==> config.mk <==
export PLATFORM = sky130hd
export DESIGN_NAME = mppr_ctrl
export DESIGN_NICKNAME = d
export VERILOG_FILES = /design/src/hw/rtl/mppr_pkg.sv /design/src/hw/rtl/mppr_ctrl.sv
export SDC_FILE = /design/constraint.sdc
export NUM_CORES = 1
export LEC_CHECK = 0
export BUFFER_PORTS_ARGS = -buffer_cell sky130_fd_sc_hd__buf_2
export CAP_MARGIN = 25
export CORE_ASPECT_RATIO = 1.4
export CORE_UTILIZATION = 45
export DETAILED_ROUTE_END_ITERATION = 12
export GPL_TIMING_DRIVEN = 1
export MAX_ROUTING_LAYER = met4
export PLACE_DENSITY = 0.71
export SLEW_MARGIN = 10
export SYNTH_ARGS = -nofsm -noshare
export SYNTH_HDL_FRONTEND = slang
export SYNTH_SLANG_ARGS = --single-unit
==> constraint.sdc <==
create_clock -name aclk -period 6.72 [get_ports aclk]
set_input_delay 1.68 -clock aclk [delete_from_list [all_inputs] [get_ports aclk]]
set_output_delay 1.68 -clock aclk [all_outputs]
set_load 0.005 [all_outputs]
==> src/hw/rtl/mppr_pkg.sv <==
// Median prediction plane rebuild: shared types, widths and codes.
// No dependencies; imported by mppr_ctrl, mppr_predict and the top level.
`timescale 1ns / 1ps
`default_nettype none

package mppr_pkg;

    localparam int MAX_WIDTH = 4096;
    localparam int ADDR_W    = $clog2(MAX_WIDTH);
    localparam int LINE_W    = 13;
    localparam int MODE_W    = 2;
    localparam int CFG_IDX_W = 1;
    localparam int PIX_W     = 8;
    localparam int CNT_W     = (LINE_W > ADDR_W + 1) ? LINE_W : ADDR_W + 1;
    localparam int GRAD_W    = PIX_W + 2;

    localparam logic [LINE_W-1:0] LINE_WIDTH_RST = LINE_W'(640);
    localparam logic [MODE_W-1:0] PLANE_MODE_RST = '0;

    // register indexes
    localparam logic [CFG_IDX_W-1:0] REG_LINE_WIDTH = 1'b0;
    localparam logic [CFG_IDX_W-1:0] REG_PLANE_MODE = 1'b1;

    // plane modes
    localparam logic [MODE_W-1:0] MODE_RGB    = 2'd0;
    localparam logic [MODE_W-1:0] MODE_YUV420 = 2'd1;
    localparam logic [MODE_W-1:0] MODE_LUMA   = 2'd2;
    localparam logic [MODE_W-1:0] MODE_CHROMA = 2'd3;

    // row phases
    localparam logic [1:0] PHASE_ROW0  = 2'd0;
    localparam logic [1:0] PHASE_ROW1  = 2'd1;
    localparam logic [1:0] PHASE_LATER = 2'd2;

    // left-predicted head length of row 1
    localparam int HEAD_LUMA  = 4;
    localparam int HEAD_OTHER = 2;

    typedef logic [PIX_W-1:0]  pixel_t;
    typedef logic [ADDR_W-1:0] col_t;

    typedef struct packed {
        pixel_t             residual;
        logic               start;
        col_t               col;
        logic [1:0]         phase;
        logic               last;
        logic [MODE_W-1:0]  mode;
    } item_t;

endpackage

`default_nettype wire

==> src/hw/rtl/mppr_ctrl.sv <==
// Configuration registers, column counter and row phase tracking.
// Depends on mppr_pkg; produces the control word of each accepted transaction.
`timescale 1ns / 1ps
`default_nettype none

module mppr_ctrl (
    input  wire logic                            aclk,
    input  wire logic                            aresetn,
    input  wire logic                            cfg_wr_en,
    input  wire logic [mppr_pkg::CFG_IDX_W-1:0]  cfg_index,
    input  wire logic [mppr_pkg::LINE_W-1:0]     cfg_wdata,
    input  wire logic                            accept,
    input  wire logic [mppr_pkg::PIX_W-1:0]      s_residual,
    input  wire logic                            s_plane_start,
    output mppr_pkg::item_t                      item
);
    import mppr_pkg::*;

    logic [LINE_W-1:0] line_width_reg, line_width_next;
    logic [MODE_W-1:0] plane_mode_reg, plane_mode_next;
    col_t              col_reg, col_next;
    logic [1:0]        phase_reg, phase_next;

    col_t              col_cur;
    logic [1:0]        phase_cur;
    logic [CNT_W-1:0]  lw_ext, w_eff;
    logic              last;

    always_comb begin
        line_width_next = line_width_reg;
        plane_mode_next = plane_mode_reg;
        if (cfg_wr_en) begin
            unique case (cfg_index)
                REG_LINE_WIDTH: line_width_next = cfg_wdata;
                REG_PLANE_MODE: plane_mode_next = cfg_wdata[MODE_W-1:0];
                default: ;
            endcase
        end
    end

    always_comb begin
        col_cur   = s_plane_start ? '0 : col_reg;
        phase_cur = s_plane_start ? PHASE_ROW0 : phase_reg;
        lw_ext    = CNT_W'(line_width_reg);
        if (lw_ext == '0) begin
            w_eff = CNT_W'(1);
        end else if (lw_ext > CNT_W'(MAX_WIDTH)) begin
            w_eff = CNT_W'(MAX_WIDTH);
        end else begin
            w_eff = lw_ext;
        end
        last = (CNT_W'(col_cur) + CNT_W'(1)) >= w_eff;

        col_next   = col_reg;
        phase_next = phase_reg;
        if (accept) begin
            col_next   = last ? '0 : col_cur + ADDR_W'(1);
            phase_next = (last && phase_cur != PHASE_LATER) ? phase_cur + 2'd1 : phase_cur;
        end

        item.residual = s_residual;
        item.start    = s_plane_start;
        item.col      = col_cur;
        item.phase    = phase_cur;
        item.last     = last;
        item.mode     = plane_mode_reg;
    end

    always_ff @(posedge aclk) begin
        if (!aresetn) begin
            line_width_reg <= LINE_WIDTH_RST;
            plane_mode_reg <= PLANE_MODE_RST;
            col_reg        <= '0;
            phase_reg      <= PHASE_ROW0;
        end else begin
            line_width_reg <= line_width_next;
            plane_mode_reg <= plane_mode_next;
            col_reg        <= col_next;
            phase_reg      <= phase_next;
        end
    end

    a_phase_range: assert property (@(posedge aclk) disable iff (!aresetn)
        phase_reg == PHASE_ROW0 || phase_reg == PHASE_ROW1 || phase_reg == PHASE_LATER)
        else $error("row phase out of range");

    a_start_restarts: assert property (@(posedge aclk) disable iff (!aresetn)
        accept && s_plane_start && !last |=> col_reg == ADDR_W'(1))
        else $error("plane start did not restart column count");

endmodule

`default_nettype wire

---- After elaboration in Yosys (flattened, before gate mapping) ----
Index checks and enable logic that the tools add are counted.
storage, ports and cells
  flip-flop bits (word level) ............. 29
  logic and storage cells ................. 21
  bits of input ports ..................... 27
  output and inout bits ................... 26
operators by class
  eq/ne operators ......................... 1
  add/subtract/negate cells ............... 3
  reductions and logical operators ........ 4
  bitwise gates (word level) .............. 1
  $lt $le $gt $ge ......................... 2
  muxes and demuxes ....................... 6
operator list
  cell                     number
  $mux W13                 2
  $mux W12                 2
  $add A12 B1 Y13 const B  1
  $ge A13 B13 Y1           1
  $gt A13 B13 Y1 const B   1
  $logic_not A13 Y1        1
  $add A12 B1 Y12 const B  1
  $mux W2                  2
  $reduce_and A2 Y1        2
  $add A2 B1 Y2 const B    1
  $ne A2 B2 Y1 const B     1
  $logic_and A1 B1 Y1      1
  $not A1 Y1               1

---- Depth between registers and ports, before layout ----
Gate-level depths: netlist of the first run.
  depth in word-level cells ............... 6
  mapped depth ............................ 15
  mapped depth without buffers ............ 12

---- Least setup slack after synthesis of the first run ----
Ideal clock, no wire load.
  path kind ............................... input to output
  start point ............................. in s_plane_start
  end point ............................... out item[2] in the netlist's numbering
  path buffers ............................ 3
  required time ........................... 5.040 ns
  path slack .............................. 0.658 ns
  data arrival time ....................... 4.382 ns
  cell stages on the path ................. 14
  cell sequence ........................... clkbuf_1 nor2b_1 ha_1 nand4b_1 nor3_1 xor2_1 ha_1 and2_1 a221o_1 a21oi_2 a21boi_2 buf_6 inv_1 buf_4
RTL lines
  element      RTL line         source
  from (decl)  mppr_ctrl.sv:14  input wire logic s_plane_start,
  to (decl)    mppr_ctrl.sv:15  output mppr_pkg::item_t item

==> metrics.cfg, run 1 <==
[outcome]
status = finished, final reports clean

[worst_setup_path]
critPathMaxFanout = 19
arrival_ns = 4.49
r2r_setup_slack_ns = 3.45
crit_required_ns = 5.04
reg2reg_depth = 12
critPathMaxStageDelay_ns = 0.40
critPathKind = in2out
crit_path_end_kind = output pin
rr_startpoint = col_reg[0]
path_cells = buf_2 > nor2b_1 > ha_1 > nand4b_1 > nor3_1 > xor2_1 > ha_1 > and2_1 > a221o_1 > a21oi_2 > a21boi_2 > inv_1 > buf_2
r2r-end = col_reg[4]
cp_slowest_cell = nor3_1
crit_path_start_kind = input port

[sta]
rsz0062_at_grt = false
max_slew_margin_pct = 43.2
tns_ns = 0
fin_crit_ns = 6.17
hold_violations = 0
skew_ns = 0.00680
tightest_slew_ns = 0.850
drv_slew = 0
fin_crit_sh_pct = 91.9
setup_viol = 0
timing.fmax_mhz = 162

[grt]
grt_pass1_vias = 1463
grt_start_max_net_pins = 33
antenna_found_initial = 0
grt-ovfl-total = 0
grtUsageTotal_pct = 19.7
grt_pass1_wl_mm = 6.73

[routing]
wl_met3_um = 136
ant_nets = 0
m1WireLength_mm = 1.71
drt-total-wl_mm = 3.96
dr_total_vias = 1602
routed.top_layer = met4
dr.pass1.iters = 4
avgViaCountPerCell = 5.43
drc = 0
drt_iter0_drc = 57
wl_met2_mm = 2.06
wl_per_cell_um = 13.4

[floorplanning]
io_pins = 53
start_util_pct = 47.3
core_area_sq_um = 3950
die_h_um = 78.3
die_area_sq_um = 4420
chipWidth_um = 56.5
std_cell_rows = 27

[worst_hold_path]
whs_path_depth = 2
min_path_type = reg2reg
min_to = plane_mode_reg[1]
holdCritStartpoint = plane_mode_reg[1]

[pwr]
clkPwrFrac_pct = 41.8
sw_frac_of_total_pct = 24.8
seq_power_share_pct = 47.7
comb_power_share_pct = 10.5
power_leakage_nw = 1.00
power.total_uw = 380
vdd_drop_max_uv = 185
power_density_nw_per_um2 = 182
p_sw_uw = 94.3
p_int_uw = 286

[clock_network]
cts_tree = built
clk_latency_ns = 0.28
cts_num_sinks = 29
cts_buffers = 5
clockRootBuffer = clkbuf_8
cts-hold-fix-buffers = 0
htreeDepth = 2
cts_resized = 0
cts_setup_buffers = 0
cts.path.max_buffers = 2
clkTransAtPathRegs_ns = 0.06

[cells_and_area]
final_cells = 295
area_growth_pct = 11.9
nFillCells = 404
num-nets-final = 293
num_antenna_cells = 0
largest_reg_flops = 13
drive_above_1_share_pct = 18.7

[logic_synthesis]
synth.most_common_cell = nand2_1
syn-num-nets = 269
yosysUniqueCellTypes = 33
synth_seq_cells = 29
async_flop_share_pct = 0
yosys.area.top_type = dfxtp_1
synth_seq_area_share_pct = 31.0
synth_top_area_share_pct = 31.0
yosysWarnings = 0
syn_inst = 227
synth-edff-count = 0
synth.cell_area_sq_um = 1870
ys.flop_type = dfxtp_1
ys_top_cells_by_count = nand2_1, dfxtp_1, nor2b_1, ha_1, a21boi_0
synthTopCellsByArea = dfxtp_1, ha_1, nand2_1
syn_avg_cell_area_sq_um = 8.24

[placed_design]
dp_cells = 287
io_buffers = 36
place.gp.congestion = 0.838
dp_hpwl_mm = 2.97

[run]
cap_violations = 0

logic make-up (layout without fill, tap and decap cells):
family / count (synthesis) / count (layout) / share of synthesized area, %
and+or+nand+nor: 105 / 105 / 28.1
AOI/OAI and AO/OA: 41 / 41 / 17.7
muxes: 2 / 2 / 1.07
DFF: 29 / 29 / 31.0
xor gates and xnor gates: 10 / 10 / 4.68
buffers and inverters: 25 / 50 / 7.42
adders and majority gates: 15 / 15 / 10.0
layer usage:
metal,track usage (%),vias to the layer above
met4,8.05,0
met2,34.2,38
met1,22.2,731
met5,-,-
li1,-,828
met3,2.97,5
layout by cell type (no fill, tap or decap):
cell type | synthesis | final
nand4b_1 | 1 | 1
nor2b_1 | 22 | 22
o211ai_1 | 2 | 2
inv_1 | 5 | 5
nor4_1 | 2 | 2
dfxtp_1 | 29 | 29
nor3_1 | 2 | 2
and4_1 | 4 | 4
a21o_1 | 2 | 2
o21ai_0 | 2 | 2
and2b_1 | 3 | 3
a31oi_1 | 1 | 1
clkbuf_8 | 0 | 7
nand2b_1 | 3 | 3
xnor2_1 | 4 | 4
a21boi_0 | 14 | 14
buf_4 | 10 | 1
nand3_1 | 8 | 8
mux2i_1 | 2 | 2
xor2_1 | 6 | 6
clkinv_2 | 0 | 1
a32o_1 | 12 | 12
a2bb2oi_1 | 1 | 1
a21oi_1 | 4 | 4
a221o_1 | 1 | 1
a21oi_2 | 1 | 1
nor2_1 | 5 | 5
and3_1 | 2 | 2
nand4_1 | 1 | 1
and2_1 | 3 | 3
nand2_1 | 49 | 49
buf_2 | 0 | 36
a21boi_2 | 1 | 1
ha_1 | 15 | 15
worst max-delay path: cells and delay by family:
family / cells / cell delay, ns
fa+ha+maj: 2 / 0.52
buf+inv: 3 / 0.37
compound gates: 3 / 0.65
simple gates: 4 / 1.02
xor+xnor: 1 / 0.25
through the flow:
stage | area, sq um | util, % | worst slack [ns] | hold WS (ns)
floorplan | 1870 | - | 0.658 | 0.443
global placement | 1990 | 50.4 | 0.658 | 0.450
detailed placement | 1990 | 50.4 | 0.538 | 0.460
CTS | 2090 | 53.0 | 0.532 | 0.469
global route | 2090 | 53.0 | 0.257 | 0.508
finish | 2090 | 53.0 | 0.547 | 0.468
how the worst max path moves through the flow:
stage / start / to / depth (start not counted)
global route: s_plane_start / item[2] / 13
detailed placement: s_plane_start / item[2] / 13
floorplan: s_plane_start / item[2] / 14
CTS: s_plane_start / item[2] / 13
global placement: s_plane_start / item[2] / 13
finish: s_plane_start / item[2] / 13
cell type report:
type	count	area, sq um	area share, %
well taps	43	53.8	2.57
multi-input cells	173	1150	55.0
clock inverters	1	5.00	0.239
flip-flops and latches	29	581	27.7
repair buffers	37	188	8.97
clock buffers	7	96.3	4.60
inverters	5	18.8	0.897
power by group through the flow:
stage / registers, mW / clock network (mW) / logic (mW)
after global routing: 0.182 / 0.169 / 0.0457
final: 0.181 / 0.159 / 0.0400
after global placement: 0.185 / 0 / 0.0403
after floorplan: 0.184 / 0 / 0.0309
after CTS: 0.181 / 0.162 / 0.0407
after detailed placement: 0.185 / 0 / 0.0405
Power figures use the tool's default switching activity.
==> inputs of run 2 (changes only) <==
--- a/config.mk
+++ b/config.mk
@@ -13,6 +13,7 @@
 export GPL_TIMING_DRIVEN = 1
 export MAX_ROUTING_LAYER = met4
 export PLACE_DENSITY = 0.71
+export REMOVE_ABC_BUFFERS = 1
 export SLEW_MARGIN = 10
 export SYNTH_ARGS = -nofsm -noshare
 export SYNTH_HDL_FRONTEND = slang
==> metrics.cfg, run 2 (synthesis gave the netlist of run 1 again) <==
[floorplanning]
die_h_um = 78.3  ; unchanged
chipWidth_um = 56.5  ; unchanged
core_area_sq_um = 3950  ; unchanged
die_area_sq_um = 4420  ; unchanged
io_pins = 53  ; unchanged
std_cell_rows = 27  ; unchanged
start_util_pct = 47.3  ; unchanged

[placed_design]
io_buffers = 36  ; unchanged
place.gp.congestion = 0.847  ; was 0.838
dp_hpwl_mm = 2.97  ; about the same
place_area_sq_um = 2000  ; was 1990 sq um

[cells_and_area]
finish.utilization_pct = 52.7  ; was 53.0%
largest_reg_flops = 13  ; unchanged
finalInstanceArea_sq_um = 2080  ; was 2090 sq um
num_antenna_cells = 0  ; unchanged
num-nets-final = 294  ; was 293
area_growth_pct = 11.3  ; was 11.9%
drive_above_1_share_pct = 18.6  ; was 18.7%
nFillCells = 390  ; was 404
final_cell_mix = nand2_1, buf_2, dfxtp_1  ; unchanged
layout_commonest_cell = nand2_1  ; unchanged

[pwr]
power.total_uw = 358  ; was 380 uW
power_density_nw_per_um2 = 172  ; was 182 nW/um^2
vdd_drop_max_uv = 177  ; was 185 uV
power_leakage_nw = 0.996  ; was 1.00 nW

[worst_setup_path]
critPathKind = in2out  ; unchanged
crit_required_ns = 5.04  ; about the same
crit_path_end_kind = output pin  ; unchanged
critPathMaxFanout = 4  ; was 19
crit_path_start_kind = input port  ; unchanged
arrival_ns = 4.38  ; was 4.49 ns

[routing]
avgViaCountPerCell = 5.41  ; was 5.43
drt-total-wl_mm = 3.91  ; was 3.96 mm
drt_iter0_drc = 37  ; was 57
ant_nets = 0  ; unchanged
drc = 0  ; unchanged
dr_total_vias = 1602  ; unchanged
dr.pass1.iters = 4  ; unchanged
wl_per_cell_um = 13.2  ; was 13.4 um

[clock_network]
cts_setup_buffers = 0  ; unchanged
cts_tree = built  ; unchanged
htreeDepth = 2  ; unchanged
cts.path.max_buffers = 2  ; unchanged
clockRootBuffer = clkbuf_8  ; unchanged
cts_buffers = 5  ; unchanged
clk_latency_ns = 0.28  ; about the same
clkTransAtPathRegs_ns = 0.06  ; about the same
cts-hold-fix-buffers = 0  ; unchanged
cts_num_sinks = 29  ; unchanged
cts_resized = 0  ; unchanged

[grt]
grtUsageTotal_pct = 19.5  ; was 19.7%
grt-ovfl-total = 0  ; unchanged
grt_pass1_wl_mm = 6.63  ; was 6.73 mm
grt_start_max_net_pins = 33  ; unchanged
antenna_found_initial = 0  ; unchanged
grt_pass1_vias = 1490  ; was 1,463

[sta]
setup_viol = 0  ; unchanged
timing.fmax_mhz = 165  ; was 162 MHz
hold_violations = 0  ; unchanged
max_slew_margin_pct = 46.0  ; was 43.2%
fin_crit_sh_pct = 90.2  ; was 91.9%
skew_ns = 0.00319  ; was 0.00680 ns
fin_crit_ns = 6.06  ; was 6.17 ns
tightest_slew_ns = 0.809  ; was 0.850 ns
rsz0062_at_grt = false  ; unchanged
tns_ns = 0  ; unchanged
drv_slew = 0  ; unchanged

[outcome]
status = finished, final reports clean  ; unchanged

[worst_hold_path]
min_path_type = reg2reg  ; unchanged

[run]
cap_violations = 0  ; unchanged

## run 2: cell types whose count changed in the layout (fill, tap and decap cells not counted), sizes merged
cell    change
buf         +1
clkinv      +1
clkbuf      -1
## run 2: metrics by stage
step / setup WS (ns) / hold slack [ns] / cells
3_3_place_gp: 0.758 / 0.455 / 288
4_1_cts: 0.633 / 0.472 / 296
2_1_floorplan: 0.913 / 0.443 / 207
3_5_place_dp: 0.630 / 0.464 / 288
6_report: 0.656 / 0.472 / 296
5_1_grt: 0.441 / 0.497 / 296
## run 2: layout make-up
class | count | area [sq um] | area share [%]
well taps | 43 | 53.8 | 2.58
inverters | 5 | 18.8 | 0.901
clock buffers | 6 | 72.6 | 3.49
repair buffers | 38 | 195 | 9.37
clock inverters | 2 | 10.0 | 0.481
flip-flops and latches | 29 | 581 | 27.9
multi-input cells | 173 | 1150 | 55.3
## run 2: final timing paths
| kind | startpoint | end | slack [ns] | depth (start not counted) |
|---|---|---|---|---|
| max | s_plane_start | item[2] | 0.66 | 13 |
| min | plane_mode_reg[0] | plane_mode_reg[0] | 0.47 | 2 |
| max reg2reg | col_reg[0] | col_reg[2] | 3.44 | 12 |
| min reg2reg | plane_mode_reg[0] | plane_mode_reg[0] | 0.47 | 2 |
## run 2: power by group
part | internal (mW) | switching [mW] | leakage (nW)
clock | 0.0715 | 0.0644 | 0.0450
sequential | 0.177 | 0.00385 | 0.236
combinational | 0.0169 | 0.0238 | 0.715
total | 0.266 | 0.0920 | 0.996
## run 2: critical path, cell delays in order
cell,delay (ns)
buf_2,0.13
nor2b_1,0.25
ha_1,0.24
nand4b_1,0.18
nor3_1,0.39
xor2_1,0.24
ha_1,0.28
and2_1,0.15
a221o_1,0.31
a21oi_2,0.15
a21boi_2,0.21
inv_1,0.05
buf_2,0.12
## run 2: metal layers
layer	wire length (um)	vias up	share of wire, %	global-route usage (%)
met3	188	7	4.8	7.08
li1	-	829	-	-
met4	60	0	1.5	6.59
met1	1720	717	44	21.0
met2	1940	49	50	32.8
met5	0	-	0	-
