<file path="config.mk">
export PLATFORM = sky130hd
export DESIGN_NAME = mppr_predict
export DESIGN_NICKNAME = d
export VERILOG_FILES = /design/src/hw/rtl/mppr_pkg.sv /design/src/hw/rtl/mppr_predict.sv
export SDC_FILE = /design/constraint.sdc
export NUM_CORES = 1
export LEC_CHECK = 0
export BUFFER_PORTS_ARGS = -buffer_cell sky130_fd_sc_hd__buf_4
export CAP_MARGIN = 40
export CORE_ASPECT_RATIO = 1.75
export CORE_UTILIZATION = 56
export CTS_BUF_LIST = sky130_fd_sc_hd__clkbuf_16
export CTS_CLUSTER_SIZE = 12
export DETAILED_ROUTE_END_ITERATION = 6
export HOLD_SLACK_MARGIN = 0.1
export PLACE_DENSITY = 0.78
export SLEW_MARGIN = 20
export SYNTH_ARGS = -nofsm -noshare
export SYNTH_HDL_FRONTEND = slang
export SYNTH_SLANG_ARGS = --single-unit
export TNS_END_PERCENT = 5
</file>
<file path="constraint.sdc">
create_clock -name aclk -period 19.6 [get_ports aclk]
set_input_delay 1.96 -clock aclk [delete_from_list [all_inputs] [get_ports aclk]]
set_output_delay 1.96 -clock aclk [all_outputs]
set_load 0.02 [all_outputs]
</file>
<file path="src/hw/rtl/mppr_pkg.sv">
// Median prediction plane rebuild: shared types, widths and codes.
// No dependencies; imported by mppr_ctrl, mppr_predict and the top level.
`timescale 1ns / 1ps
`default_nettype none

package mppr_pkg;

    localparam int MAX_WIDTH = 4096;
    localparam int ADDR_W    = $clog2(MAX_WIDTH);
    localparam int LINE_W    = 13;
    localparam int MODE_W    = 2;
    localparam int CFG_IDX_W = 1;
    localparam int PIX_W     = 8;
    localparam int CNT_W     = (LINE_W > ADDR_W + 1) ? LINE_W : ADDR_W + 1;
    localparam int GRAD_W    = PIX_W + 2;

    localparam logic [LINE_W-1:0] LINE_WIDTH_RST = LINE_W'(640);
    localparam logic [MODE_W-1:0] PLANE_MODE_RST = '0;

    // register indexes
    localparam logic [CFG_IDX_W-1:0] REG_LINE_WIDTH = 1'b0;
    localparam logic [CFG_IDX_W-1:0] REG_PLANE_MODE = 1'b1;

    // plane modes
    localparam logic [MODE_W-1:0] MODE_RGB    = 2'd0;
    localparam logic [MODE_W-1:0] MODE_YUV420 = 2'd1;
    localparam logic [MODE_W-1:0] MODE_LUMA   = 2'd2;
    localparam logic [MODE_W-1:0] MODE_CHROMA = 2'd3;

    // row phases
    localparam logic [1:0] PHASE_ROW0  = 2'd0;
    localparam logic [1:0] PHASE_ROW1  = 2'd1;
    localparam logic [1:0] PHASE_LATER = 2'd2;

    // left-predicted head length of row 1
    localparam int HEAD_LUMA  = 4;
    localparam int HEAD_OTHER = 2;

    typedef logic [PIX_W-1:0]  pixel_t;
    typedef logic [ADDR_W-1:0] col_t;

    typedef struct packed {
        pixel_t             residual;
        logic               start;
        col_t               col;
        logic [1:0]         phase;
        logic               last;
        logic [MODE_W-1:0]  mode;
    } item_t;

endpackage

`default_nettype wire

</file>
<file path="src/hw/rtl/mppr_predict.sv">
// Prediction stage: takes the row memory read data, forms the left or median
// prediction, writes the pixel back and holds the result register.
// Depends on mppr_pkg.
`timescale 1ns / 1ps
`default_nettype none

module mppr_predict (
    input  wire logic                          aclk,
    input  wire logic                          aresetn,
    input  wire logic                          in_valid,
    output logic                               in_ready,
    input  wire mppr_pkg::item_t               item,
    input  wire logic [mppr_pkg::PIX_W-1:0]    rd_data,
    output logic                               wr_en,
    output logic [mppr_pkg::ADDR_W-1:0]        wr_addr,
    output logic [mppr_pkg::PIX_W-1:0]         wr_data,
    output logic                               m_valid,
    input  wire logic                          m_ready,
    output logic [mppr_pkg::PIX_W-1:0]         m_pixel,
    output logic                               m_row_end
);
    import mppr_pkg::*;

    logic   b_vld_reg, b_vld_next;
    item_t  b_item_reg;
    logic   b_fwd_reg;
    pixel_t fwd_data_reg;
    pixel_t left_reg, left_next;
    pixel_t tl_reg, tl_next;
    logic   m_vld_reg, m_vld_next;
    pixel_t m_pixel_reg;
    logic   m_end_reg;

    logic   accept, b_fire, fwd_hit;
    pixel_t top, left_cur, tl_cur, tl_sel, pix;
    logic   in_head, wide_grad;
    logic signed [GRAD_W-1:0] a_s, b_s, g_s, lo_s, hi_s, m_s, pred_s;

    assign b_fire   = b_vld_reg && (!m_vld_reg || m_ready);
    assign in_ready = !b_vld_reg || b_fire;
    assign accept   = in_valid && in_ready;
    assign fwd_hit  = b_fire && (b_item_reg.col == item.col);

    always_comb begin
        top       = b_fwd_reg ? fwd_data_reg : rd_data;
        left_cur  = b_item_reg.start ? '0 : left_reg;
        tl_cur    = b_item_reg.start ? '0 : tl_reg;
        in_head   = (b_item_reg.mode == MODE_LUMA) ? (b_item_reg.col < ADDR_W'(HEAD_LUMA))
                                                   : (b_item_reg.col < ADDR_W'(HEAD_OTHER));
        wide_grad = (b_item_reg.mode == MODE_RGB) || (b_item_reg.mode == MODE_YUV420);

        if (b_item_reg.phase == PHASE_ROW1 && b_item_reg.col == '0) begin
            tl_sel = (b_item_reg.mode == MODE_YUV420) ? top : left_cur;
        end else begin
            tl_sel = tl_cur;
        end

        a_s = $signed({2'b00, left_cur});
        b_s = $signed({2'b00, top});
        g_s = a_s + b_s - $signed({2'b00, tl_sel});
        if (!wide_grad) begin
            g_s = $signed({2'b00, g_s[PIX_W-1:0]});
        end
        lo_s   = (a_s < b_s) ? a_s : b_s;
        hi_s   = (a_s < b_s) ? b_s : a_s;
        m_s    = (hi_s < g_s) ? hi_s : g_s;
        pred_s = (lo_s > m_s) ? lo_s : m_s;

        pix       = left_cur + b_item_reg.residual;
        left_next = left_reg;
        tl_next   = tl_reg;
        if (b_item_reg.phase == PHASE_ROW0) begin
            tl_next = tl_cur;
            if (b_item_reg.mode == MODE_LUMA && b_item_reg.col == '0) begin
                pix       = b_item_reg.residual;
                left_next = '0;
            end else begin
                left_next = pix;
            end
        end else if (b_item_reg.phase == PHASE_ROW1 && !wide_grad && in_head) begin
            left_next = pix;
            tl_next   = top;
        end else begin
            pix       = pred_s[PIX_W-1:0] + b_item_reg.residual;
            left_next = pix;
            tl_next   = top;
        end
        if (b_item_reg.last) begin
            left_next = pix;
        end
        if (!b_fire) begin
            left_next = left_reg;
            tl_next   = tl_reg;
        end

        b_vld_next = accept ? 1'b1 : (b_fire ? 1'b0 : b_vld_reg);
        m_vld_next = b_fire ? 1'b1 : (m_ready ? 1'b0 : m_vld_reg);
    end

    assign wr_en     = b_fire;
    assign wr_addr   = b_item_reg.col;
    assign wr_data   = pix;
    assign m_valid   = m_vld_reg;
    assign m_pixel   = m_pixel_reg;
    assign m_row_end = m_end_reg;

    always_ff @(posedge aclk) begin
        if (!aresetn) begin
            b_vld_reg <= 1'b0;
            m_vld_reg <= 1'b0;
            left_reg  <= '0;
            tl_reg    <= '0;
        end else begin
            b_vld_reg <= b_vld_next;
            m_vld_reg <= m_vld_next;
            left_reg  <= left_next;
            tl_reg    <= tl_next;
        end
    end

    always_ff @(posedge aclk) begin
        if (accept) begin
            b_item_reg   <= item;
            b_fwd_reg    <= fwd_hit;
            fwd_data_reg <= pix;
        end
        if (b_fire) begin
            m_pixel_reg <= pix;
            m_end_reg   <= b_item_reg.last;
        end
    end

    a_no_overrun: assert property (@(posedge aclk) disable iff (!aresetn)
        accept && b_vld_reg |-> b_fire)
        else $error("prediction stage overwritten");

    a_fire_fills_out: assert property (@(posedge aclk) disable iff (!aresetn)
        b_fire |=> m_vld_reg)
        else $error("result lost after prediction");

    a_forward_set: assert property (@(posedge aclk) disable iff (!aresetn)
        accept && fwd_hit |=> b_fwd_reg && b_vld_reg)
        else $error("same-column write not forwarded");

endmodule

`default_nettype wire

</file>
* After elaboration in Yosys (flattened, before gate mapping)
Index checks and enable logic that the tools add are counted.
** Operators by class
- $add $sub $neg :: 4
- $lt $le $gt $ge :: 5
- Eq/ne operators :: 4
- Muxes and demuxes :: 22
- Reductions and logical operators :: 18
** Operators by type and width (count)
- 8-bit 2-to-1 mux :: 15
- 10-bit 2-to-1 mux :: 2
- 8-bit adder :: 2
- 12-bit equality test :: 1
- 12-bit logical NOT :: 1
- 12-bit by 2-bit less-than comparator with 1-bit output, second input constant :: 1
- 12-bit by 3-bit less-than comparator with 1-bit output, second input constant :: 1
- 9-bit by 10-bit greater-than comparator with 1-bit output :: 1
- 9-bit by 10-bit less-than comparator with 1-bit output :: 1
- 9-bit by 8-bit subtractor with 10-bit output :: 1
- 8-bit by 8-bit adder with 9-bit output :: 1
- 8-bit less-than comparator :: 1
- 1-bit logical AND :: 7
- 1-bit 2-to-1 mux :: 5
- 2-bit by 1-bit equality test with 1-bit output, second input constant :: 2
- 2-bit logical NOT :: 2
- 2-bit nonzero test :: 2
- 1-bit logical NOT :: 3
- 1-bit logical OR :: 3
- 2-bit equality test, second input constant :: 1
** Word-level totals
- Flip-flop bits (word level) :: 62
- Output and inout port bits :: 32

* Longest topological paths before layout
Gate-level depths: netlist of run 1.
- Depth in word-level cells :: 13
- Depth in mapped cells :: 42
- Gate-level depth less buffers :: 39

* Worst setup path after synthesis of run 1
No wires, ideal clock.
- Path type :: input -> output
- Start :: input rd_data[1] (netlist bit)
- End :: output wr_data[7] (netlist bit)
- Arrival time :: 9.168 ns
- Slack :: 8.472 ns
- Stages on the path :: 37
- Cells stage by stage :: mux2i_1 -> nor2_1 -> a21oi_1 -> o21ai_0 -> fa_1 -> inv_1 -> ha_1 -> a21oi_1 -> o211ai_1 -> o41ai_1 -> xnor2_1 -> inv_1 -> ha_1 -> a211o_1 -> o211ai_1 -> ha_1 -> clkbuf_1 -> clkbuf_1 -> a21oi_1 -> ha_1 -> nor2b_1 -> nor3_1 -> o21ai_0 -> a311oi_1 -> a211o_1 -> clkbuf_1 -> nor2_1 -> a21oi_1 -> ha_1 -> a21o_1 -> a211oi_1 -> o21bai_1 -> a21o_1 -> a21oi_1 -> xor2_1 -> xnor2_1 -> o21ai_1
** On the way
- Longest elaborated chain between the ends :: 12
- Elaborated cells on any way between the ends :: 16
- Those cells by class :: 3 x add/sub; 3 x order compare; 10 x mux
** Ends and longest elaborated chain
- from (decl) :: RTL line mppr_predict.sv:13 : input wire logic [mppr_pkg::PIX_W-1:0] rd_data,
- 8-bit 2-to-1 mux (*) :: RTL line mppr_predict.sv:45 : top = b_fwd_reg ? fwd_data_reg : rd_data;
- branches (longest 7 deep; another with 9-bit by 8-bit subtractor with 10-bit output)
- 8-bit 2-to-1 mux (*) :: RTL line mppr_predict.sv:67 : pred_s = (lo_s > m_s) ? lo_s : m_s;
- 8-bit adder (*) :: RTL line mppr_predict.sv:84 : pix = pred_s[PIX_W-1:0] + b_item_reg.residual;
- 8-bit 2-to-1 mux (*) :: RTL line mppr_predict.sv:80 : end else if (b_item_reg.phase == PHASE_ROW1 && !wide_grad && in_head) begin
- 8-bit 2-to-1 mux (*) :: RTL line mppr_predict.sv:72 : if (b_item_reg.phase == PHASE_ROW0) begin
- to (decl) :: RTL line mppr_predict.sv:16 : output logic [mppr_pkg::PIX_W-1:0] wr_data,
Mark *: on every way between the ends.

* Worst setup path after layout of run 1
Same ends and word-level chain as after synthesis.

==> results of run 1 <==
-- cells in the mapped netlist (2+ instances only) --
cell	number	area (µm²)
a21oi_1	54	270
nor2_1	49	184
ha_1	47	588
edfxtp_1	44	1320
nand2_1	33	124
inv_1	29	109
o21ai_0	25	125
dfxtp_1	18	360
xnor2_1	18	158
nor2b_1	16	100
a31oi_1	14	87.6
clkbuf_1	14	52.6
xor2_1	14	123
buf_4	12	90.1
a21o_1	10	75.1
a22oi_1	10	75.1
fa_1	10	200
mux2i_1	10	100
nor3_1	10	50.1
nand2b_1	8	50.1
nand4_1	7	43.8
nor4_1	7	43.8
and2_1	4	25.0
buf_2	4	20.0
nand3_1	4	20.0
o21bai_1	3	22.5
or2_2	3	18.8
a211o_1	2	17.5
a21boi_0	2	15.0
mux2_4	2	30.0
o2111ai_1	2	17.5
o211ai_1	2	15.0
o21a_1	2	15.0
o21ai_1	2	10.0
o41ai_1	2	17.5
or4_1	2	15.0
-- tightest hold or removal path: stages (launching register included) --
cell and delay, ps:
dfxtp_1 310, nand2_1 60, a21boi_0 60
-- area by class of cell --
cell class | instances | area [µm²] | area share, %
Clock buffer | 9 | 225 | 4.07
Clock inverter | 7 | 73.8 | 1.34
Inverter | 29 | 109 | 1.97
Multi-Input combinational cell | 388 | 2780 | 50.4
Sequential cell | 62 | 1680 | 30.4
Tap cell | 92 | 115 | 2.08
Timing Repair Buffer | 72 | 541 | 9.78
-- cell families after synthesis --
| family | Yosys count | synth area share, % |
|---|---|---|
| AOI/OAI and AO/OA | 138 | 17.9 |
| xor gates and xnor gates | 32 | 5.91 |
| adders and majority gates | 57 | 16.6 |
| buffers and inverters | 60 | 5.96 |
| DFF | 62 | 35.5 |
| muxes | 14 | 3.27 |
| and+or+nand+nor | 147 | 14.9 |
-- routing by layer --
layer | GRT usage (%) | share of wire (%) | vias to the layer above
li1 | - | - | 1936
met1 | 29.3 | 36 | 1910
met2 | 50.1 | 51 | 177
met3 | 5.50 | 5.2 | 48
met4 | 24.1 | 7.7 | 0
met5 | 0 | 0 | -
-- through the flow --
stage	setup slack [ps]	utilization, %	area [µm²]
CTS	7730	67.0	5530
floorplan	8470	-	4740
global placement	8080	63.3	5230
finish	7660	67.0	5530
detailed placement	7750	63.3	5230
global route	6790	67.0	5530
-- worst max path at each step --
stage                from    endpoint  slack, ps  cells past startpoint
3_3_place_gp   rd_data[1]  wr_data[7]       8080                     37
5_1_grt        rd_data[1]  wr_data[7]       6790                     37
2_1_floorplan  rd_data[1]  wr_data[7]       8470                     37
3_5_place_dp   rd_data[1]  wr_data[7]       7750                     37
4_1_cts        rd_data[1]  wr_data[7]       7730                     37
6_report       rd_data[1]  wr_data[7]       7660                     37
==> run summary, run 1 <==
Hold Crit Endpoint -> tl_reg[1]$_SDFFE_PN0P_
Worst reg2reg path depth -> 35
Min-delay worst type -> reg -> reg
H-tree level count -> 3
Outcome -> completed
Worst stage delay on the critical path -> 580 ps
Worst R2R End -> fwd_data_reg[7]$_DFFE_PP_
Latest clock arrival within the worst-skew pair -> 330 ps
Antenna-violating nets left -> 0
Register-to-register setup slack -> 10270 ps
Drt initial violations -> 244
PortBufs -> 69
Warnings from Yosys -> 0
Post-Syn Nets -> 605
CTS Buf Count -> 9
Largest register FFs -> 14
Core Area -> 0.00826 mm²
# IOs -> 70
Total clock sinks -> 62
Initial core utilization -> 57.4%
Vias in the first global route -> 4083
DP Cell Count -> 643
RSZ-0062 raised after global routing -> false
MaxCap Viol Count -> 0
Post-CTS Setup Bufs -> 0
RR Startpoint -> wr_addr[9]$_DFFE_PP_
Min Tclk post-route -> 11940 ps
Clock Skews -> 8.81 ps
FP Rows -> 44
Die outline height -> 124 µm
DRT Pass-1 Iters -> 5
DR vias/cell -> 6.18
Area Growth Syn to Fin -> 16.6%
Non-filler cells, final -> 659
Worst Path Arrival -> 9980 ps
Worst-path clk slew -> 60 ps
Tot GR Track Use -> 28.7%
Yosys reg bits -> 62
Worst-Margin Slew -> 851 ps
Crit path max-delay family -> compound AO/OA/AOI/OAI gates
FMAX -> 83.7 MHz
GPL Wtd Cong -> 0.874
Fin Hold WS -> 480 ps
Slew headroom -> 42.9%
Final period util -> 60.9%
Setup TNS -> 0 ps
DR vias -> 4071
Commonest non-fill, non-tap cell in the layout -> buf_4
Critical-path maximum fanout -> 17
Setup violation total in the final timing report -> 0
Post-Route WL -> 12.0 mm
Synth unique cells -> 51
Post-synth EDFFs -> 44
Initial antenna violation count -> 0
Antenna diodes -> 0
Synthesized cell area -> 0.00474 mm²
Pin count of the biggest net entering global routing -> 36
WL per Instance -> 18.3 µm
Die Area -> 0.00885 mm²
Buf/Inv on CP -> 4
# nets final -> 657
First-pass GRT wire length -> 19.0 mm
PostCTS Resize Cnt -> 0
Die width -> 71.6 µm
Seq/Total Area, Yosys -> 35.5%
Worst Hold Path Cells -> 2
Req. time, crit path -> 17640 ps
Layout cell share with drive strength beyond 1 -> 17.5%
CTS tree -> done
Hold Vio Cnt, Final -> 0
Ys async rst share -> 0%
Crit Path Class -> in -> out
HPWL after DPL -> 9.26 mm
CTS Root Cell -> clkbuf_16
Filler cells -> 655
Worst path slowest cell -> fa_1
CP Launch Type -> primary input
Critical hold path startpoint -> tl_reg[1]$_SDFFE_PN0P_
Hold Buf Count CTS -> 0
Drc violations -> 0
Cell count after synthesis -> 510
Commonest cells after routing, fill and taps aside -> buf_4 (72), a21oi_1 (54), nor2_1 (49)
Clk buf depth -> 2
Gr ovfl total -> 0
Slew Limit Fails -> 0
Syn avg cell area -> 9.30 µm²
Crit end category -> output port
Synth Flop Type -> edfxtp_1
Power of run 1 is not shown: default switching activity piles up to over one toggle a cycle in this logic, so the estimate is an artifact.
==> run 2, diff against run 1 <==
==> constraint.sdc (replaced) <==
create_clock -name aclk -period 11.2 [get_ports aclk]
set_input_delay 1.12 -clock aclk [delete_from_list [all_inputs] [get_ports aclk]]
set_output_delay 1.12 -clock aclk [all_outputs]
set_load 0.02 [all_outputs]
==> run 2 against run 1 <==
- register-to-register slack worse by 7900 ps
- core utilization increased by 0.18 points
- flip-flop and latch count did not move
- first-iteration DRC count rose by 6.6%
- worst hold slack gained 8.6 ps
- via count down 1.9%
- non-clock buffer count up 3
- die area is the same
- sequential share of layout area decreased by 0.082 points
- clock skew fell by 3.5 ps
- clock-buffer cell count unchanged
- cell count is 0.46% higher
==> run summary, run 2 (synthesis results as in run 1) <==
Outcome -> completed
Register-to-register setup slack -> 2390 ps (-7880 ps)
Core Area -> 0.00826 mm² (unchanged)
Fin Hold WS -> 489 ps (+8.56 ps)
PnR worst setup slack -> 933 ps (-6720 ps)
# IOs -> 70 (unchanged)
First-pass GRT wire length -> 18.8 mm (-1.1%)
Area Growth Syn to Fin -> 16.9%
Layout cell share with drive strength beyond 1 -> 17.9% (+0.43 points)
HPWL after DPL -> 9.30 mm (+0.42%)
Largest register FFs -> 14 (unchanged)
Antenna diodes -> 0 (unchanged)
H-tree level count -> 3 (unchanged)
Worst path slowest cell -> ha_1
Antenna-violating nets left -> 0 (unchanged)
Die width -> 71.6 µm (unchanged)
Req. time, crit path -> 10080 ps (-7560 ps)
PortBufs -> 69 (unchanged)
Worst stage delay on the critical path -> 600 ps (+20 ps)
Filler cells -> 683 (+4.3%)
Worst-path clk slew -> 50 ps (about the same)
MaxCap Viol Count -> 0 (unchanged)
Tot GR Track Use -> 28.3% (-0.45 points)
Hold Vio Cnt, Final -> 0 (unchanged)
Latest clock arrival within the worst-skew pair -> 330 ps (about the same)
Slew Limit Fails -> 0 (unchanged)
Worst-Margin Slew -> 838 ps (-13.2 ps)
Commonest non-fill, non-tap cell in the layout -> buf_4
Initial core utilization -> 57.4% (unchanged)
Final period util -> 91.7%
DP Cell Count -> 644 (+0.16%)
Drc violations -> 0 (unchanged)
Commonest cells after routing, fill and taps aside -> buf_4 (75), a21oi_1 (54), nor2_1 (49)
CP Launch Type -> primary input
Setup TNS -> 0 ps (unchanged)
Worst Path Arrival -> 9150 ps (-830 ps)
Clk buf depth -> 2 (unchanged)
CTS tree -> done
Area of the multi-input gates -> 0.00278 mm² (unchanged)
PostCTS Resize Cnt -> 0 (unchanged)
Post-Route WL -> 11.8 mm (-1.8%)
Initial antenna violation count -> 0 (unchanged)
CTS Root Cell -> clkbuf_16
DRT Pass-1 Iters -> 5 (unchanged)
FMAX -> 97.4 MHz
Setup crit end -> wr_data[7]
DR vias/cell -> 6.03 (-2.4%)
GPL Wtd Cong -> 0.910 (+4.1%)
Storage cell area -> 0.00168 mm² (unchanged)
Pin count of the biggest net entering global routing -> 36 (unchanged)
Worst R2R End -> m_pixel[7]$_DFFE_PP_
Min Tclk post-route -> 10270 ps
RR Startpoint -> b_fwd_reg$_DFFE_PP_
CTS Buf Count -> 9 (unchanged)
Hold Buf Count CTS -> 0 (unchanged)
Min-delay worst type -> reg -> reg
WL per Instance -> 17.9 µm (-2.3%)
Non-filler cells, final -> 662 (+0.46%)
Critical-path maximum fanout -> 17 (unchanged)
# nets final -> 660 (+0.46%)
Die outline height -> 124 µm (unchanged)
Clock Skews -> 5.31 ps (-3.50 ps)
RSZ-0062 raised after global routing -> false
Total clock sinks -> 62 (unchanged)
Gr ovfl total -> 0 (unchanged)
Worst reg2reg path depth -> 36 (+2.9%)
Slew headroom -> 43.8% (+0.88 points)
FP Rows -> 44 (unchanged)
Setup violation total in the final timing report -> 0 (unchanged)
Drt initial violations -> 260 (+6.6%)
DR vias -> 3992 (-1.9%)
Vias in the first global route -> 4034 (-1.2%)
Critical path startpoint -> rd_data[1]
Die Area -> 0.00885 mm² (unchanged)
Crit Path Class -> in -> out
Crit end category -> output port
Dpl ws -> 991 ps (-6760 ps)
run 2: final cells by class:
type / count / share of cell area [%]
well taps: 92 / 2.08
flip-flops and latches: 62 / 30.3
multi-input cells: 388 / 50.2
clock inverters: 7 / 1.20
clock buffers: 9 / 4.06
inverters: 29 / 1.96
repair buffers: 75 / 10.2
run 2: timing repair:
item,CTS,global route
endpoints found under the setup margin,0,1
setup buffers,0,2
endpoints found under the hold margin,0,0
run 2: through the flow:
| stage | area [µm²] | util [%] |
|---|---|---|
| floorplan | 4740 | - |
| global placement | 5230 | 63.3 |
| detailed placement | 5240 | 63.4 |
| CTS | 5530 | 67.0 |
| global route | 5540 | 67.1 |
| finish | 5540 | 67.1 |
run 2: worst min-delay path by stage:
stage / depth (start not counted) / start / to / slack, ps
2_1_floorplan: 0 / b_item_reg[2]$_DFFE_PP_ / m_row_end$_DFFE_PP_ / 420
3_3_place_gp: 2 / tl_reg[1]$_SDFFE_PN0P_ / tl_reg[1]$_SDFFE_PN0P_ / 460
3_5_place_dp: 2 / tl_reg[1]$_SDFFE_PN0P_ / tl_reg[1]$_SDFFE_PN0P_ / 490
4_1_cts: 2 / tl_reg[1]$_SDFFE_PN0P_ / tl_reg[1]$_SDFFE_PN0P_ / 490
5_1_grt: 2 / tl_reg[1]$_SDFFE_PN0P_ / tl_reg[1]$_SDFFE_PN0P_ / 540
6_report: 2 / tl_reg[1]$_SDFFE_PN0P_ / tl_reg[1]$_SDFFE_PN0P_ / 490
run 2: layer usage:
layer | GRT usage, % | wire (µm) | vias to the layer above
met5 | 0 | 0 | -
met4 | 22.5 | 896 | 0
met3 | 4.94 | 455 | 46
met2 | 50.6 | 6150 | 138
met1 | 28.6 | 4320 | 1868
li1 | - | - | 1940
run 2: worst max-delay path, delay by kind of cell:
kind / cells / cell delay (ps)
AO/OA/AOI/OAI: 17 / 3520
XOR/XNOR: 3 / 650
adder cells (fa/ha/maj): 6 / 2280
buffers and inverters: 4 / 460
multiplexers: 1 / 430
AND/OR/NAND/NOR: 7 / 670
Power of run 2 is left out for the same reason.
==> run 3, diff against run 2 <==
--- a/config.mk
+++ b/config.mk
@@ -5,15 +5,15 @@
 export SDC_FILE = /design/constraint.sdc
 export NUM_CORES = 1
 export LEC_CHECK = 0
-export BUFFER_PORTS_ARGS = -buffer_cell sky130_fd_sc_hd__buf_4
 export CAP_MARGIN = 40
 export CORE_ASPECT_RATIO = 1.75
 export CORE_UTILIZATION = 56
 export CTS_BUF_LIST = sky130_fd_sc_hd__clkbuf_16
 export CTS_CLUSTER_SIZE = 12
 export DETAILED_ROUTE_END_ITERATION = 6
+export DONT_BUFFER_PORTS = 1
 export HOLD_SLACK_MARGIN = 0.1
-export PLACE_DENSITY = 0.78
+export PLACE_DENSITY = 0.8
 export SLEW_MARGIN = 20
 export SYNTH_ARGS = -nofsm -noshare
 export SYNTH_HDL_FRONTEND = slang
==> run 3 against run 2 <==
- critical path depth decreased by 1
- core utilization decreased by 5.9 points
- clock-buffer cell count unchanged
- fmax decreased by 0.97%
- register-to-register slack got worse by 380 ps
==> run summary, run 3 (synthesis results as in run 1) <==
Die outline height -> 124 µm (unchanged)
Worst Hold Path Cells -> 2 (unchanged)
Commonest non-fill, non-tap cell in the layout -> a21oi_1
Gr ovfl total -> 0 (unchanged)
Initial antenna violation count -> 0 (unchanged)
Clock Skews -> 6.46 ps (+1.15 ps)
Hold Buf Count CTS -> 0 (unchanged)
Drc violations -> 0 (unchanged)
Worst-Margin Slew -> 814 ps (-23.2 ps)
Filler cells -> 654 (-4.2%)
Drt initial violations -> 230 (-12%)
Hold Vio Cnt, Final -> 0 (unchanged)
FP Rows -> 44 (unchanged)
Critical hold path startpoint -> tl_reg[1]$_SDFFE_PN0P_
Pin count of the biggest net entering global routing -> 36 (unchanged)
Register-to-register setup slack -> 2010 ps (-380 ps)
H-tree level count -> 3 (unchanged)
Antenna-violating nets left -> 0 (unchanged)
Final period util -> 92.6% (+0.90 points)
CTS tree -> done
FMAX -> 96.5 MHz (-0.97%)
RR Startpoint -> wr_addr[0]$_DFFE_PP_
Vias in the first global route -> 3926 (-2.7%)
Slew Limit Fails -> 0 (unchanged)
Area Growth Syn to Fin -> 6.57%
DP Cell Count -> 576 (-11%)
PortBufs -> 0 (-100%)
Post-CTS Setup Bufs -> 0 (unchanged)
Commonest cells after routing, fill and taps aside -> a21oi_1 (54), nor2_1 (49), ha_1 (47)
DRT Pass-1 Iters -> 4 (-1)
Worst-path clk slew -> 50 ps (about the same)
CTS Buf Count -> 9 (unchanged)
HPWL after DPL -> 9.18 mm (-1.3%)
Hold Crit Endpoint -> tl_reg[1]$_SDFFE_PN0P_
Setup violation total in the final timing report -> 0 (unchanged)
Worst R2R End -> m_pixel[7]$_DFFE_PP_
Outcome -> completed
Largest register FFs -> 14 (unchanged)
GPL Wtd Cong -> 0.924 (+1.6%)
Initial core utilization -> 57.4% (unchanged)
Die Area -> 0.00885 mm² (unchanged)
Post-Route WL -> 11.5 mm (-2.4%)
Min-delay worst type -> reg -> reg
CP Launch Type -> register
Crit end category -> output port
Worst path slowest cell -> edfxtp_1
WL per Instance -> 19.4 µm (+8.6%)
Core Area -> 0.00826 mm² (unchanged)
Antenna diodes -> 0 (unchanged)
Setup TNS -> 0 ps (unchanged)
Latest clock arrival within the worst-skew pair -> 330 ps (about the same)
Worst Path Arrival -> 9250 ps (+100 ps)
PostCTS Resize Cnt -> 0 (unchanged)
Critical-path maximum fanout -> 17 (unchanged)
# IOs -> 70 (unchanged)
Tot GR Track Use -> 27.6% (-0.69 points)
Req. time, crit path -> 10080 ps (about the same)
Non-filler cells, final -> 595 (-10%)
Worst reg2reg path depth -> 37 (+2.8%)
Clk buf depth -> 2 (unchanged)
Total clock sinks -> 62 (unchanged)
MaxCap Viol Count -> 0 (unchanged)
Worst stage delay on the critical path -> 520 ps (-80 ps)
Min Tclk post-route -> 10370 ps (+101 ps)
RSZ-0062 raised after global routing -> false
Slew headroom -> 45.3% (+1.6 points)
CTS Root Cell -> clkbuf_16
First-pass GRT wire length -> 18.4 mm (-2.0%)
Critical path startpoint -> wr_addr[0]$_DFFE_PP_
Crit Path Class -> reg -> out
DR vias -> 3815 (-4.4%)
Die width -> 71.6 µm (unchanged)
Layout cell share with drive strength beyond 1 -> 6.56% (-11 points)
DR vias/cell -> 6.41 (+6.3%)
# nets final -> 593 (-10%)
==> run 3: cell count changes in the layout (fill, tap and decap cells not counted) <==
cell        change
clkinvlp_4      -2
buf_16          +1
buf_4          -68
inv_1           +1
clkinv_1        +1
==> run 3: cell type report <==
cell class / instances / area (µm²) / area share [%]
flip-flops and latches: 62 / 1680 / 33.3
clock buffers: 9 / 225 / 4.46
clock inverters: 7 / 58.8 / 1.16
well taps: 92 / 115 / 2.28
inverters: 29 / 109 / 2.15
multi-input cells: 388 / 2780 / 55.1
repair buffers: 8 / 80.1 / 1.58
==> run 3: worst max-delay path, delay by kind of cell (launching register included) <==
family | cells | cell delay [ps]
AO/OA/AOI/OAI | 15 | 3470
AND/OR/NAND/NOR | 10 | 1610
flip-flops | 1 | 520
XOR/XNOR | 3 | 660
buffers and inverters | 3 | 460
adder cells (fa/ha/maj) | 6 | 2180
==> run 3: metrics by stage <==
| step | setup slack, ps | util, % | cell area, µm² | hold WS (ps) |
|---|---|---|---|---|
| final | 833 | 61.2 | 5050 | 490 |
| after CTS | 418 | 60.9 | 5030 | 501 |
| after global routing | 99.6 | 61.2 | 5050 | 531 |
| after global placement | 1140 | 57.1 | 4710 | 462 |
| after floorplan | 1750 | - | 4740 | 424 |
| after detailed placement | 773 | 57.5 | 4750 | 494 |
==> run 3: worst max-delay path by stage <==
stage | endpoint | slack, ps | depth (start not counted)
floorplan | wr_data[7] | 1750 | 37
global placement | wr_data[7] | 1140 | 35
detailed placement | wr_data[7] | 770 | 35
CTS | wr_data[7] | 420 | 35
global route | wr_data[7] | 100 | 37
finish | wr_data[7] | 830 | 37
==> run 3: per-layer routing <==
layer,vias up,GRT usage (%),wire length [µm]
met5,-,0,0
met4,0,21.6,782
met3,51,5.91,613
met2,140,51.1,6170
met1,1818,25.8,3980
li1,1806,-,-
Power of run 3 is left out for the same reason.
